--- config.mk ---
export PLATFORM = sky130hd
export DESIGN_NAME = two_door_occupancy_counter
export DESIGN_NICKNAME = d
export VERILOG_FILES = /design/src/tdoc_pkg.sv /design/src/two_door_occupancy_counter.sv /design/src/tdoc_door_lane.sv /design/src/tdoc_merge.sv
export SDC_FILE = /design/constraint.sdc
export NUM_CORES = 1
export LEC_CHECK = 0
export BUFFER_PORTS_ARGS = -buffer_cell sky130_fd_sc_hd__buf_4
export CORE_MARGIN = 2
export CORE_UTILIZATION = 40
export DETAILED_ROUTE_END_ITERATION = 12
export PLACE_DENSITY = 0.58
export SETUP_SLACK_MARGIN = 0.4
export SYNTH_ARGS = -nofsm -noshare
export SYNTH_HDL_FRONTEND = slang
export SYNTH_SLANG_ARGS = --single-unit
--- constraint.sdc ---
create_clock -name i_clk -period 21.2 [get_ports i_clk]
set_input_delay 3.18 -clock i_clk [delete_from_list [all_inputs] [get_ports i_clk]]
set_output_delay 3.18 -clock i_clk [all_outputs]
set_load 0.01 [all_outputs]
--- src/tdoc_pkg.sv ---
// ----------------------------------------------------------------------------
// tdoc_pkg
// Shared types and constants for the two-door occupancy counter.
// ----------------------------------------------------------------------------
`default_nettype none

package tdoc_pkg;

    // Configuration register width and defaults
    localparam int CFG_W = 16;
    localparam int CFG_IDX_W = 2;

    localparam int COUNT_BITS_DEF = 16;
    localparam int TIMER_BITS_DEF = 16;

    localparam logic [CFG_W-1:0] SEQ_TIMEOUT_RST = 16'd1000;
    localparam logic [CFG_W-1:0] HB_HALF_RST     = 16'd125;
    localparam logic [CFG_W-1:0] PULSE_LEN_RST   = 16'd60;
    localparam logic [CFG_W-1:0] DEBOUNCE_RST    = 16'd15;

    // Register indexes of the configuration port
    localparam logic [CFG_IDX_W-1:0] REG_SEQ_TIMEOUT = 2'd0;
    localparam logic [CFG_IDX_W-1:0] REG_HB_HALF     = 2'd1;
    localparam logic [CFG_IDX_W-1:0] REG_PULSE_LEN   = 2'd2;
    localparam logic [CFG_IDX_W-1:0] REG_DEBOUNCE    = 2'd3;

    // Door sequence states
    typedef enum logic [1:0] {
        DOOR_FREE      = 2'd0,
        DOOR_MAYBE_IN  = 2'd1,
        DOOR_MAYBE_OUT = 2'd2,
        DOOR_BLOCKED   = 2'd3
    } t_door_mode;

    // Confirmed events reported by one door lane
    typedef struct packed {
        logic entry;
        logic leave;
    } t_door_evt;

    // Configuration register set
    typedef struct packed {
        logic [CFG_W-1:0] seq_timeout;
        logic [CFG_W-1:0] hb_half;
        logic [CFG_W-1:0] pulse_len;
        logic [CFG_W-1:0] debounce;
    } t_cfg;

endpackage

`default_nettype wire

--- src/two_door_occupancy_counter.sv ---
// ----------------------------------------------------------------------------
// two_door_occupancy_counter
// People counter for two doors with an outer and an inner beam sensor each.
// ----------------------------------------------------------------------------
// Each input transaction is one sampled tick of the four beam sensors and the
// clear button. The tick is processed combinationally: two door lanes run
// their entry/exit machines side by side, and a merge stage applies their
// events to the count in door order and updates the heartbeat, the lamp
// pulses and the debounced clear. The result is written to an output register
// when the tick is accepted, and a new tick is taken every clock as long as
// that register is empty or draining, so throughput is one tick per cycle.
// Configuration writes take effect on the next tick and must only be issued
// while no result is pending.
`default_nettype none

module two_door_occupancy_counter #(
    parameter int COUNT_BITS = tdoc_pkg::COUNT_BITS_DEF,
    parameter int TIMER_BITS = tdoc_pkg::TIMER_BITS_DEF
) (
    input  wire logic                           i_clk,
    input  wire logic                           i_rst_n,
    // configuration
    input  wire logic                           i_cfg_we,
    input  wire logic [tdoc_pkg::CFG_IDX_W-1:0] i_cfg_idx,
    input  wire logic [tdoc_pkg::CFG_W-1:0]     i_cfg_data,
    // input channel
    input  wire logic                           i_in_valid,
    output logic                                o_in_ready,
    input  wire logic                           i_door1_outer,
    input  wire logic                           i_door1_inner,
    input  wire logic                           i_door2_outer,
    input  wire logic                           i_door2_inner,
    input  wire logic                           i_clear_button,
    // output channel
    output logic                                o_out_valid,
    input  wire logic                           i_out_ready,
    output logic [15:0]                         o_people_count,
    output logic                                o_occupied_lamp,
    output logic                                o_entry_lamp,
    output logic                                o_exit_lamp,
    output logic                                o_heartbeat_lamp,
    output logic [1:0]                          o_door1_phase,
    output logic [1:0]                          o_door2_phase
);

    tdoc_pkg::t_cfg        r_cfg;
    tdoc_pkg::t_door_evt   evt1, evt2;
    logic                  adv, clear;
    logic [1:0]            phase1, phase2;
    logic [COUNT_BITS-1:0] count;
    logic                  entry_lamp, exit_lamp, hb_lamp;

    logic                  r_out_valid;
    logic [15:0]           r_people_count;
    logic                  r_occupied, r_entry, r_exit, r_hb;
    logic [1:0]            r_phase1, r_phase2;

    // Accept while the output register is empty or draining
    assign o_in_ready = !r_out_valid || i_out_ready;
    assign adv        = i_in_valid && o_in_ready;

    // Configuration registers
    always_ff @(posedge i_clk) begin
        if (!i_rst_n) begin
            r_cfg.seq_timeout <= tdoc_pkg::SEQ_TIMEOUT_RST;
            r_cfg.hb_half     <= tdoc_pkg::HB_HALF_RST;
            r_cfg.pulse_len   <= tdoc_pkg::PULSE_LEN_RST;
            r_cfg.debounce    <= tdoc_pkg::DEBOUNCE_RST;
        end else if (i_cfg_we) begin
            case (i_cfg_idx)
                tdoc_pkg::REG_SEQ_TIMEOUT: r_cfg.seq_timeout <= i_cfg_data;
                tdoc_pkg::REG_HB_HALF:     r_cfg.hb_half     <= i_cfg_data;
                tdoc_pkg::REG_PULSE_LEN:   r_cfg.pulse_len   <= i_cfg_data;
                tdoc_pkg::REG_DEBOUNCE:    r_cfg.debounce    <= i_cfg_data;
                default:                   r_cfg             <= r_cfg;
            endcase
        end
    end

    // Door lanes
    tdoc_door_lane #(
        .TIMER_BITS (TIMER_BITS)
    ) u_door1 (
        .i_clk     (i_clk),
        .i_rst_n   (i_rst_n),
        .i_adv     (adv),
        .i_clear   (clear),
        .i_outer   (i_door1_outer),
        .i_inner   (i_door1_inner),
        .i_timeout (r_cfg.seq_timeout),
        .o_evt     (evt1),
        .o_phase   (phase1)
    );

    tdoc_door_lane #(
        .TIMER_BITS (TIMER_BITS)
    ) u_door2 (
        .i_clk     (i_clk),
        .i_rst_n   (i_rst_n),
        .i_adv     (adv),
        .i_clear   (clear),
        .i_outer   (i_door2_outer),
        .i_inner   (i_door2_inner),
        .i_timeout (r_cfg.seq_timeout),
        .o_evt     (evt2),
        .o_phase   (phase2)
    );

    // Merge stage
    tdoc_merge #(
        .COUNT_BITS (COUNT_BITS),
        .TIMER_BITS (TIMER_BITS)
    ) u_merge (
        .i_clk        (i_clk),
        .i_rst_n      (i_rst_n),
        .i_adv        (adv),
        .i_cfg        (r_cfg),
        .i_button     (i_clear_button),
        .i_evt1       (evt1),
        .i_evt2       (evt2),
        .o_clear      (clear),
        .o_count      (count),
        .o_entry_lamp (entry_lamp),
        .o_exit_lamp  (exit_lamp),
        .o_hb_lamp    (hb_lamp)
    );

    // Output register
    always_ff @(posedge i_clk) begin
        if (!i_rst_n) begin
            r_out_valid <= 1'b0;
        end else if (adv) begin
            r_out_valid <= 1'b1;
        end else if (i_out_ready) begin
            r_out_valid <= 1'b0;
        end
    end

    always_ff @(posedge i_clk) begin
        if (adv) begin
            r_people_count <= 16'(count);
            r_occupied     <= count != '0;
            r_entry        <= entry_lamp;
            r_exit         <= exit_lamp;
            r_hb           <= hb_lamp;
            r_phase1       <= phase1;
            r_phase2       <= phase2;
        end
    end

    assign o_out_valid      = r_out_valid;
    assign o_people_count   = r_people_count;
    assign o_occupied_lamp  = r_occupied;
    assign o_entry_lamp     = r_entry;
    assign o_exit_lamp      = r_exit;
    assign o_heartbeat_lamp = r_hb;
    assign o_door1_phase    = r_phase1;
    assign o_door2_phase    = r_phase2;

endmodule

`default_nettype wire

--- src/tdoc_door_lane.sv ---
// ----------------------------------------------------------------------------
// tdoc_door_lane
// Entry/exit sequence machine for one door with its timeout timer.
// ----------------------------------------------------------------------------
`default_nettype none

module tdoc_door_lane #(
    parameter int TIMER_BITS = tdoc_pkg::TIMER_BITS_DEF
) (
    input  wire logic                        i_clk,
    input  wire logic                        i_rst_n,
    input  wire logic                        i_adv,
    input  wire logic                        i_clear,
    input  wire logic                        i_outer,
    input  wire logic                        i_inner,
    input  wire logic [tdoc_pkg::CFG_W-1:0]  i_timeout,
    output tdoc_pkg::t_door_evt              o_evt,
    output logic [1:0]                       o_phase
);

    localparam int CMP_W = (TIMER_BITS > tdoc_pkg::CFG_W) ? TIMER_BITS : tdoc_pkg::CFG_W;
    localparam logic [TIMER_BITS-1:0] TMAX = {TIMER_BITS{1'b1}};

    tdoc_pkg::t_door_mode r_mode, n_mode, cur_mode;
    logic [TIMER_BITS-1:0] r_elapsed, n_elapsed, cur_el, inc_el;
    logic                  timed_out;

    // Apply a pending clear before the machine runs
    always_comb begin
        cur_mode  = i_clear ? tdoc_pkg::DOOR_FREE : r_mode;
        cur_el    = i_clear ? '0 : r_elapsed;
        inc_el    = (cur_el == TMAX) ? cur_el : cur_el + 1'b1;
        timed_out = CMP_W'(inc_el) > CMP_W'(i_timeout);
    end

    // Next state and timer
    always_comb begin
        n_mode    = cur_mode;
        n_elapsed = cur_el;
        case (cur_mode)
            tdoc_pkg::DOOR_FREE: begin
                if (i_outer && !i_inner) begin
                    n_mode    = tdoc_pkg::DOOR_MAYBE_IN;
                    n_elapsed = '0;
                end else if (i_inner && !i_outer) begin
                    n_mode    = tdoc_pkg::DOOR_MAYBE_OUT;
                    n_elapsed = '0;
                end
            end
            tdoc_pkg::DOOR_MAYBE_IN: begin
                n_elapsed = inc_el;
                if (i_inner) begin
                    n_mode    = tdoc_pkg::DOOR_BLOCKED;
                    n_elapsed = '0;
                end else if (timed_out) begin
                    n_mode    = tdoc_pkg::DOOR_FREE;
                    n_elapsed = '0;
                end
            end
            tdoc_pkg::DOOR_MAYBE_OUT: begin
                n_elapsed = inc_el;
                if (i_outer) begin
                    n_mode    = tdoc_pkg::DOOR_BLOCKED;
                    n_elapsed = '0;
                end else if (timed_out) begin
                    n_mode    = tdoc_pkg::DOOR_FREE;
                    n_elapsed = '0;
                end
            end
            tdoc_pkg::DOOR_BLOCKED: begin
                if (!i_outer && !i_inner) begin
                    n_mode = tdoc_pkg::DOOR_FREE;
                end
            end
            default: begin
                n_mode = tdoc_pkg::DOOR_FREE;
            end
        endcase
    end

    // Report confirmed events
    always_comb begin
        o_evt = '0;
        case (cur_mode)
            tdoc_pkg::DOOR_MAYBE_IN:  o_evt.entry = i_inner;
            tdoc_pkg::DOOR_MAYBE_OUT: o_evt.leave = i_outer;
            default:                  o_evt = '0;
        endcase
    end

    assign o_phase = n_mode;

    // Advance on each accepted transaction
    always_ff @(posedge i_clk) begin
        if (!i_rst_n) begin
            r_mode    <= tdoc_pkg::DOOR_FREE;
            r_elapsed <= '0;
        end else if (i_adv) begin
            r_mode    <= n_mode;
            r_elapsed <= n_elapsed;
        end
    end

endmodule

`default_nettype wire

--- src/tdoc_merge.sv ---
// ----------------------------------------------------------------------------
// tdoc_merge
// Combines door events into the count; runs heartbeat, lamp pulses and the
// debounced clear button.
// ----------------------------------------------------------------------------
`default_nettype none

module tdoc_merge #(
    parameter int COUNT_BITS = tdoc_pkg::COUNT_BITS_DEF,
    parameter int TIMER_BITS = tdoc_pkg::TIMER_BITS_DEF
) (
    input  wire logic                    i_clk,
    input  wire logic                    i_rst_n,
    input  wire logic                    i_adv,
    input  wire tdoc_pkg::t_cfg          i_cfg,
    input  wire logic                    i_button,
    input  wire tdoc_pkg::t_door_evt     i_evt1,
    input  wire tdoc_pkg::t_door_evt     i_evt2,
    output logic                         o_clear,
    output logic [COUNT_BITS-1:0]        o_count,
    output logic                         o_entry_lamp,
    output logic                         o_exit_lamp,
    output logic                         o_hb_lamp
);

    localparam int CMP_W = (TIMER_BITS > tdoc_pkg::CFG_W) ? TIMER_BITS : tdoc_pkg::CFG_W;
    localparam logic [TIMER_BITS-1:0] TMAX = {TIMER_BITS{1'b1}};
    localparam logic [COUNT_BITS-1:0] CMAX = {COUNT_BITS{1'b1}};

    logic [COUNT_BITS-1:0] r_occ, n_occ, occ_clr, occ_d1;
    logic [TIMER_BITS-1:0] r_hb_el, n_hb_el, hb_inc;
    logic                  r_hb, n_hb;
    logic [TIMER_BITS-1:0] r_ent_left, n_ent_left, r_ext_left, n_ext_left, pulse_load;
    logic [TIMER_BITS-1:0] r_held, n_held;
    logic                  r_latched, n_latched;

    function automatic logic [COUNT_BITS-1:0] occ_step(
        input logic [COUNT_BITS-1:0] occ,
        input tdoc_pkg::t_door_evt   evt
    );
        logic [COUNT_BITS-1:0] res;
        res = occ;
        if (evt.entry && occ != CMAX) begin
            res = occ + 1'b1;
        end else if (evt.leave && occ != '0) begin
            res = occ - 1'b1;
        end
        return res;
    endfunction

    // Heartbeat toggle
    always_comb begin
        hb_inc  = (r_hb_el == TMAX) ? r_hb_el : r_hb_el + 1'b1;
        n_hb_el = hb_inc;
        n_hb    = r_hb;
        if (CMP_W'(hb_inc) >= CMP_W'(i_cfg.hb_half)) begin
            n_hb    = !r_hb;
            n_hb_el = '0;
        end
    end

    // Debounced one-shot clear
    always_comb begin
        n_held    = r_held;
        n_latched = r_latched;
        o_clear   = 1'b0;
        if (i_button) begin
            if (CMP_W'(r_held) < CMP_W'(i_cfg.debounce)) begin
                n_held = (r_held == TMAX) ? r_held : r_held + 1'b1;
            end else if (!r_latched) begin
                o_clear   = 1'b1;
                n_latched = 1'b1;
            end
        end else begin
            n_held    = '0;
            n_latched = 1'b0;
        end
    end

    // Merge door events in door order
    always_comb begin
        occ_clr = o_clear ? '0 : r_occ;
        occ_d1  = occ_step(occ_clr, i_evt1);
        n_occ   = occ_step(occ_d1, i_evt2);
    end

    // Count down lamp pulses, reload on an event
    always_comb begin
        pulse_load = (CMP_W'(i_cfg.pulse_len) > CMP_W'(TMAX)) ? TMAX
                                                              : TIMER_BITS'(i_cfg.pulse_len);
        n_ent_left = (r_ent_left != '0) ? r_ent_left - 1'b1 : r_ent_left;
        n_ext_left = (r_ext_left != '0) ? r_ext_left - 1'b1 : r_ext_left;
        if (i_evt1.entry || i_evt2.entry) begin
            n_ent_left = pulse_load;
        end
        if (i_evt1.leave || i_evt2.leave) begin
            n_ext_left = pulse_load;
        end
    end

    assign o_count      = n_occ;
    assign o_entry_lamp = n_ent_left != '0;
    assign o_exit_lamp  = n_ext_left != '0;
    assign o_hb_lamp    = n_hb;

    // Advance on each accepted transaction
    always_ff @(posedge i_clk) begin
        if (!i_rst_n) begin
            r_occ      <= '0;
            r_hb_el    <= '0;
            r_hb       <= 1'b0;
            r_ent_left <= '0;
            r_ext_left <= '0;
            r_held     <= '0;
            r_latched  <= 1'b0;
        end else if (i_adv) begin
            r_occ      <= n_occ;
            r_hb_el    <= n_hb_el;
            r_hb       <= n_hb;
            r_ent_left <= n_ent_left;
            r_ext_left <= n_ext_left;
            r_held     <= n_held;
            r_latched  <= n_latched;
        end
    end

endmodule

`default_nettype wire
# Word-level counts from Yosys, hierarchy flattened
# Index checks and enable logic that the tools add are counted.
[word_totals]
ff_bits = 207
output_inout_bits = 26
wordCells = 152
[classes]
add_sub_neg = 10
magnitude_cmp = 5
n_eq_ne = 18
mux = 59
n_reduce_logical = 37
[ops]
columns = ["operator", "n"]
rows = [
  ["$mux W16", 29],
  ["$reduce_bool A16 Y1", 7],
  ["$add A16 B1 Y16 const B", 6],
  ["$pmux W16 S3", 2],
  ["$eq A16 B16 Y1 const B", 4],
  ["$sub A16 B1 Y16 const B", 4],
  ["$gt A16 B16 Y1", 2],
  ["$ne A16 B16 Y1 const B", 2],
  ["$mux W2", 14],
  ["$ge A16 B16 Y1", 1],
  ["$gt A16 B16 Y1 const B", 1],
  ["$lt A16 B16 Y1", 1],
  ["$pmux W2 S4", 2],
  ["$eq A2 B2 Y1 const B", 6],
  ["$mux W1", 12],
  ["$logic_and A1 B1 Y1", 11],
  ["$reduce_and A2 Y1", 5],
  ["$eq A2 B1 Y1 const B", 3],
  ["$logic_not A1 Y1", 6],
  ["$logic_not A2 Y1", 3],
  ["$ne A2 B2 Y1 const B", 2],
  ["$logic_or A1 B1 Y1", 3],
  ["$reduce_and A3 Y1", 1],
  ["$ne A2 B1 Y1 const B", 1],
  ["$reduce_bool A2 Y1", 1],
]

# Depth between registers and ports, before layout
[depth]
word_depth = 14
mapped_depth = 33
mapped_depth_nobuf = 28

# By module
# From an unflattened synthesis, not the netlist that was laid out.
[unflattened]
hier_cells = 1765
area_unflattened_um2 = 14216.1
[by_module_without_submodules]
columns = ["module", "instances", "cells_each", "area_each_um2", "seq_area_each_um2"]
rows = [
  ["tdoc_merge", 1, 1013, 7443.4, 1641.6],
  ["two_door_occupancy_counter", 1, 275, 3286.9, 2021.9],
  ["tdoc_door_lane (u_door2)", 1, 240, 1750.4, 360.3],
  ["tdoc_door_lane (u_door1)", 1, 237, 1735.4, 360.3],
]

# Least setup slack after synthesis
# No wires, ideal clock.
[synth_path]
kind = "input to register"
startpoint = "in i_clear_button"
endpoint = "reg r_occupied (netlist: o_occupied_lamp), data pin"
t_arrival_ns = 8.377
t_required_ns = 20.928
slack_ns = 12.552
cell_stages = 29
n_path_buf = 5
path_cell_list = "inv_1 -> a311o_2 -> clkbuf_8 -> clkbuf_1 -> clkbuf_1 -> buf_1 -> nand2_1 -> inv_1 -> ha_1 -> nand4_1 -> nor4_2 -> buf_4 -> nor2_1 -> mux2_2 -> inv_1 -> nand2_1 -> a21oi_1 -> inv_1 -> ha_1 -> inv_1 -> a21oi_1 -> a41oi_2 -> and4bb_4 -> nor4_1 -> a41oi_2 -> xnor2_1 -> a2111oi_2 -> nand4_1 -> or4b_1"
[synth_between]
elab_chain_cells = 12
elab_cells_between_ends = 29
cone_classes = "add/sub (4); eq/ne (6); mux (12); reduce/logical (7)"
[synth_rtl]
columns = ["element", "line", "rtl"]
rows = [
  ["start, declared", "two_door_occupancy_counter.sv:33", "input wire logic i_clear_button,"],
  ["$mux W1 (*)", "tdoc_merge.sv:67", "if (i_button) begin"],
  ["parallel branches: the longest is 9 deep, another holds $sub A16 B1 Y16", "-", ""],
  ["$mux W16 (*)", "tdoc_merge.sv:43", "if (evt.entry && occ != CMAX) begin"],
  ["via count[4]", "two_door_occupancy_counter.sv:50", "logic [COUNT_BITS-1:0] count;"],
  ["$reduce_bool A16 Y1 (*)", "two_door_occupancy_counter.sv:142", "r_occupied <= count != '0;"],
  ["end signal, assigned", "two_door_occupancy_counter.sv:142", ""],
  ["end, declared", "two_door_occupancy_counter.sv:55", "logic r_occupied, r_entry, r_exit, r_hb;"],
]
# Mark *: on every way through the listed nets, which the timed path passes.
# A chain may end at the register's enable or synchronous reset.

# Final worst setup path
# Same ends and word-level chain as after synthesis.

==> impl_metrics.tcl <==
set metrics [dict create \
    r2r-end "o_occupied_lamp$_DFFE_PP_" \
    worst-setup-path-type "input port to register" \
    worstHoldPathType "register to register" \
    groute.usage.overall 0.2129 \
    initial_antenna_violation_count 0 \
    detail_route.iter0.violations 685 \
    status "finished clean" \
    ys_ff_latch 207 \
    first_pass_grt_wire_length_um 59480 \
    die_h_um 185.7 \
    htreeDepth 1 \
    synth-async-reset-ratio 0 \
    timing_hold_violations_final 0 \
    clk_transition_reported_paths_ns 0.06 \
    critPathSlowestCell "sky130_fd_sc_hd__nor4_2" \
    worst_r2r_startpoint "r_cfg[11]$_SDFFE_PN0P_" \
    synth.lib_cells_used.distinct 91 \
    synth_flop_cell "sky130_fd_sc_hd__dfxtp_1" \
    clock_tree_from_tritoncts "yes" \
    ff_to_ff_setup_slack_ns 13.79 \
    starting_density_of_the_core 0.4059 \
    clock_tree.buffer_depth 3 \
    synth_edf_count 24 \
    worst_ep_arrival_time_ns 9.11 \
    placed_cell_area_um2 13820 \
    worst_slew_pin_slew_ns 1.179 \
    finalNonFillerCells 2189 \
    dieArea_um2 34490 \
    post-route-cell-area_um2 14750 \
    hold_path_startpoint "r_cfg[42]$_SDFFE_PN0P_" \
    hold-path-cell-count 2 \
    synth-seq-area-share 0.3319 \
    power.density_cell_area_nw_per_um2 96.47 \
    crit_fanout 41 \
    design.core.area_um2 32540 \
    routed-via-count 12088 \
    synth.net_count 1835 \
    routabilityCongestion 0.8892 \
    worst-r2r-cell-count 29 \
    setup_violations 0 \
    num_io_pins 54 \
    postSynthCellCount 1730 \
    nNetsFinal 1831 \
    yosys_warnings 0 \
    max_slew_margin 0.2104 \
    flow.area_growth_from_synthesis_pct 11.67 \
    critPathLaunchType "input port" \
    cts_setup_buffers 0 \
    die_width_um 185.7 \
    global_route.overflow_total 0 \
    drt_pre_antenna_iters 6 \
    grt_start_max_net_pins 104 \
    first_global_vias 11383 \
    fmax_mhz 113.3 \
    clockRootBuffer "sky130_fd_sc_hd__clkbuf_16" \
    totalWireLength_um 36300 \
    cellLeakagePower_nw 5.738 \
    drc_markers 0 \
    finalWorstPathRequiredPeriod_ns 8.829 \
    final_max_slew_viol_count 0 \
    synth.cell_area_um2 13210 \
    syn_area_per_cell_um2 7.634 \
    final_antenna_net_count 0 \
    cts.sinks 207 \
    grt_setup_unrepaired "false" \
    detailedPlacementHpwl_um 25590 \
    cpLargestDelayFamily "simple AND/OR/NAND/NOR gates" \
    worst_clock_skew_ns 0.009431 \
    crit_top_cell "sky130_fd_sc_hd__inv_1" \
    irDropWorstVdd_v 0.00006022 \
    cp_slowest_stage_delay_ns 0.86 \
    whs_endpoint "r_cfg[42]$_SDFFE_PN0P_" \
    core.rowCount 66 \
    drive_above_1_share 0.08987 \
    cts_made_buffers 27 \
    buffer_ports.inserted 53 \
    cp_num_buf_inv 7 \
    layout_common_cells "sky130_fd_sc_hd__nand2_1, sky130_fd_sc_hd__dfxtp_1, sky130_fd_sc_hd__nor2_1" \
    num_antenna_cells 0 \
    insertion_delay_ns 0.55 \
    cts_hold_buffers 0 \
    via_cell_ratio 5.522 \
    wl_per_cell_um 16.58 \
    cp_data_required_time_ns 21.48 \
    layout_commonest_cell "sky130_fd_sc_hd__nand2_1" \
    place_inst 2139 \
    cap_violations 0 \
    end_kind "register" \
    fin_tns_setup_ns 0 \
    min_period_over_period 0.4165 \
    post_cts.resized_instances 0 \
]
kinds of logic (layout without fill, tap and decap cells):
| group | count (synthesis) | in the layout | synth area share |
|---|---|---|---|
| AND/OR/NAND/NOR | 801 | 801 | 0.2967 |
| AO/OA/AOI/OAI | 386 | 386 | 0.1839 |
| flip-flops | 207 | 207 | 0.3319 |
| buffers and inverters | 169 | 186 | 0.05352 |
| XOR/XNOR | 85 | 85 | 0.05693 |
| adder cells (fa/ha/maj) | 77 | 77 | 0.07294 |
| multiplexers | 5 | 5 | 0.004073 |
Yosys cell counts, types with 4 or more instances:
library cell               instances  area (µm²)
sky130_fd_sc_hd__o211ai_1         18       135.1
sky130_fd_sc_hd__nor4_1           22       137.6
sky130_fd_sc_hd__a31oi_1          10       62.56
sky130_fd_sc_hd__nand4_1          29       181.4
sky130_fd_sc_hd__or3_1            22       137.6
sky130_fd_sc_hd__xor2_1           47       411.6
sky130_fd_sc_hd__nand2b_1         13       81.33
sky130_fd_sc_hd__and3_1           20       125.1
sky130_fd_sc_hd__o32ai_1           4       35.03
sky130_fd_sc_hd__nor2_1          181       679.4
sky130_fd_sc_hd__nor3b_1          14       105.1
sky130_fd_sc_hd__inv_1            70       262.8
sky130_fd_sc_hd__a22oi_1          35       262.8
sky130_fd_sc_hd__buf_1             4       15.01
sky130_fd_sc_hd__o21ai_0          65       325.3
sky130_fd_sc_hd__clkbuf_1         77       289.0
sky130_fd_sc_hd__dfxtp_1         183        3664
sky130_fd_sc_hd__a21o_1           13       97.59
sky130_fd_sc_hd__nand2_1         291        1092
sky130_fd_sc_hd__ha_1             77       963.4
sky130_fd_sc_hd__or4_1             6       45.04
sky130_fd_sc_hd__and3b_1           5       43.79
sky130_fd_sc_hd__nand3_1          54       270.3
sky130_fd_sc_hd__o22ai_1           8       50.05
sky130_fd_sc_hd__a211oi_1          9       67.56
sky130_fd_sc_hd__o21a_1           26       195.2
sky130_fd_sc_hd__edfxtp_1         24       720.7
sky130_fd_sc_hd__buf_2             7       35.03
sky130_fd_sc_hd__nor3_2            4       40.04
sky130_fd_sc_hd__and2_1           18       112.6
sky130_fd_sc_hd__xnor2_1          37       324.1
sky130_fd_sc_hd__or2_2             5       31.28
sky130_fd_sc_hd__nor3_1           56       280.3
sky130_fd_sc_hd__nor4b_1           5       43.79
sky130_fd_sc_hd__nor2b_1          11       68.82
sky130_fd_sc_hd__a21oi_1         158       790.8
sky130_fd_sc_hd__nand3b_1         17       127.6
per-layer routing:
layer	GRT usage	up-vias	wire length, µm
met5	0	-	0
met4	0.06173	0	981
met3	0.02426	64	1772
met2	0.3572	318	16780
met1	0.2878	5621	16770
li1	-	6085	-
where the power goes:
group          switching, W  leakage (nW)  internal [W]  total [W]
Clock              0.000183         0.454      0.000288   0.000471
Sequential        0.0000421          1.72      0.000437   0.000479
Combinational      0.000278          3.56      0.000194   0.000473
final cells by class:
| cell class | instances | area, µm² |
|---|---|---|
| clock buffer | 39 | 803.3 |
| sequential | 207 | 4384 |
| inverter | 72 | 272.8 |
| tap | 442 | 553.0 |
| multi-input combinational | 1354 | 8132 |
| timing repair buffer | 64 | 480.5 |
| fill | 3325 | 17790 |
| clock inverter | 11 | 123.9 |
metrics by stage:
| step | total power, W | hold WS [ns] | worst slack, ns | utilization |
|---|---|---|---|---|
| final | 0.001423 | 0.4526 | 12.37 | 0.4533 |
| after floorplan | 0.0008542 | 0.4363 | 12.55 | - |
| after global routing | 0.001523 | 0.4757 | 11.96 | 0.4533 |
| after detailed placement | 0.0009550 | 0.4463 | 11.91 | 0.4248 |
| after CTS | 0.001434 | 0.4542 | 12.45 | 0.4533 |
| after global placement | 0.0009499 | 0.4448 | 12.01 | 0.4248 |
worst reg2reg max path, delay by kind of cell (launching register included):
family                     cells  cell delay (ns)
and+or+nand+nor                9             2.66
DFF                            1             0.32
muxes                          1             0.34
xor gates and xnor gates       1             0.21
AOI/OAI and AO/OA              9             2.11
buffers and inverters          6             0.75
adders and majority gates      3             0.71
state kept, by name, indices dropped and copies added, names as in the netlist, 2 cells and up:
register,count
r_cfg,64
o_people_count,16
u_door1.r_elapsed,16
u_door2.r_elapsed,16
u_merge.r_ent_left,16
u_merge.r_ext_left,16
u_merge.r_hb_el,16
u_merge.r_held,16
u_merge.r_occ,16
o_door1_phase,2
o_door2_phase,2
u_door1.r_mode,2
u_door2.r_mode,2
how the worst max path moves through the flow:
stage	end	cells after the start	slack (ns)	start
floorplan	o_occupied_lamp$_DFFE_PP_	29	12.55	i_clear_button
global placement	o_occupied_lamp$_DFFE_PP_	26	12.01	i_clear_button
detailed placement	o_occupied_lamp$_DFFE_PP_	26	11.91	i_clear_button
CTS	o_occupied_lamp$_DFFE_PP_	26	12.45	i_clear_button
global route	o_occupied_lamp$_DFFE_PP_	26	11.96	i_clear_button
finish	o_occupied_lamp$_DFFE_PP_	26	12.37	i_clear_button
Power figures use the tool's default switching activity.
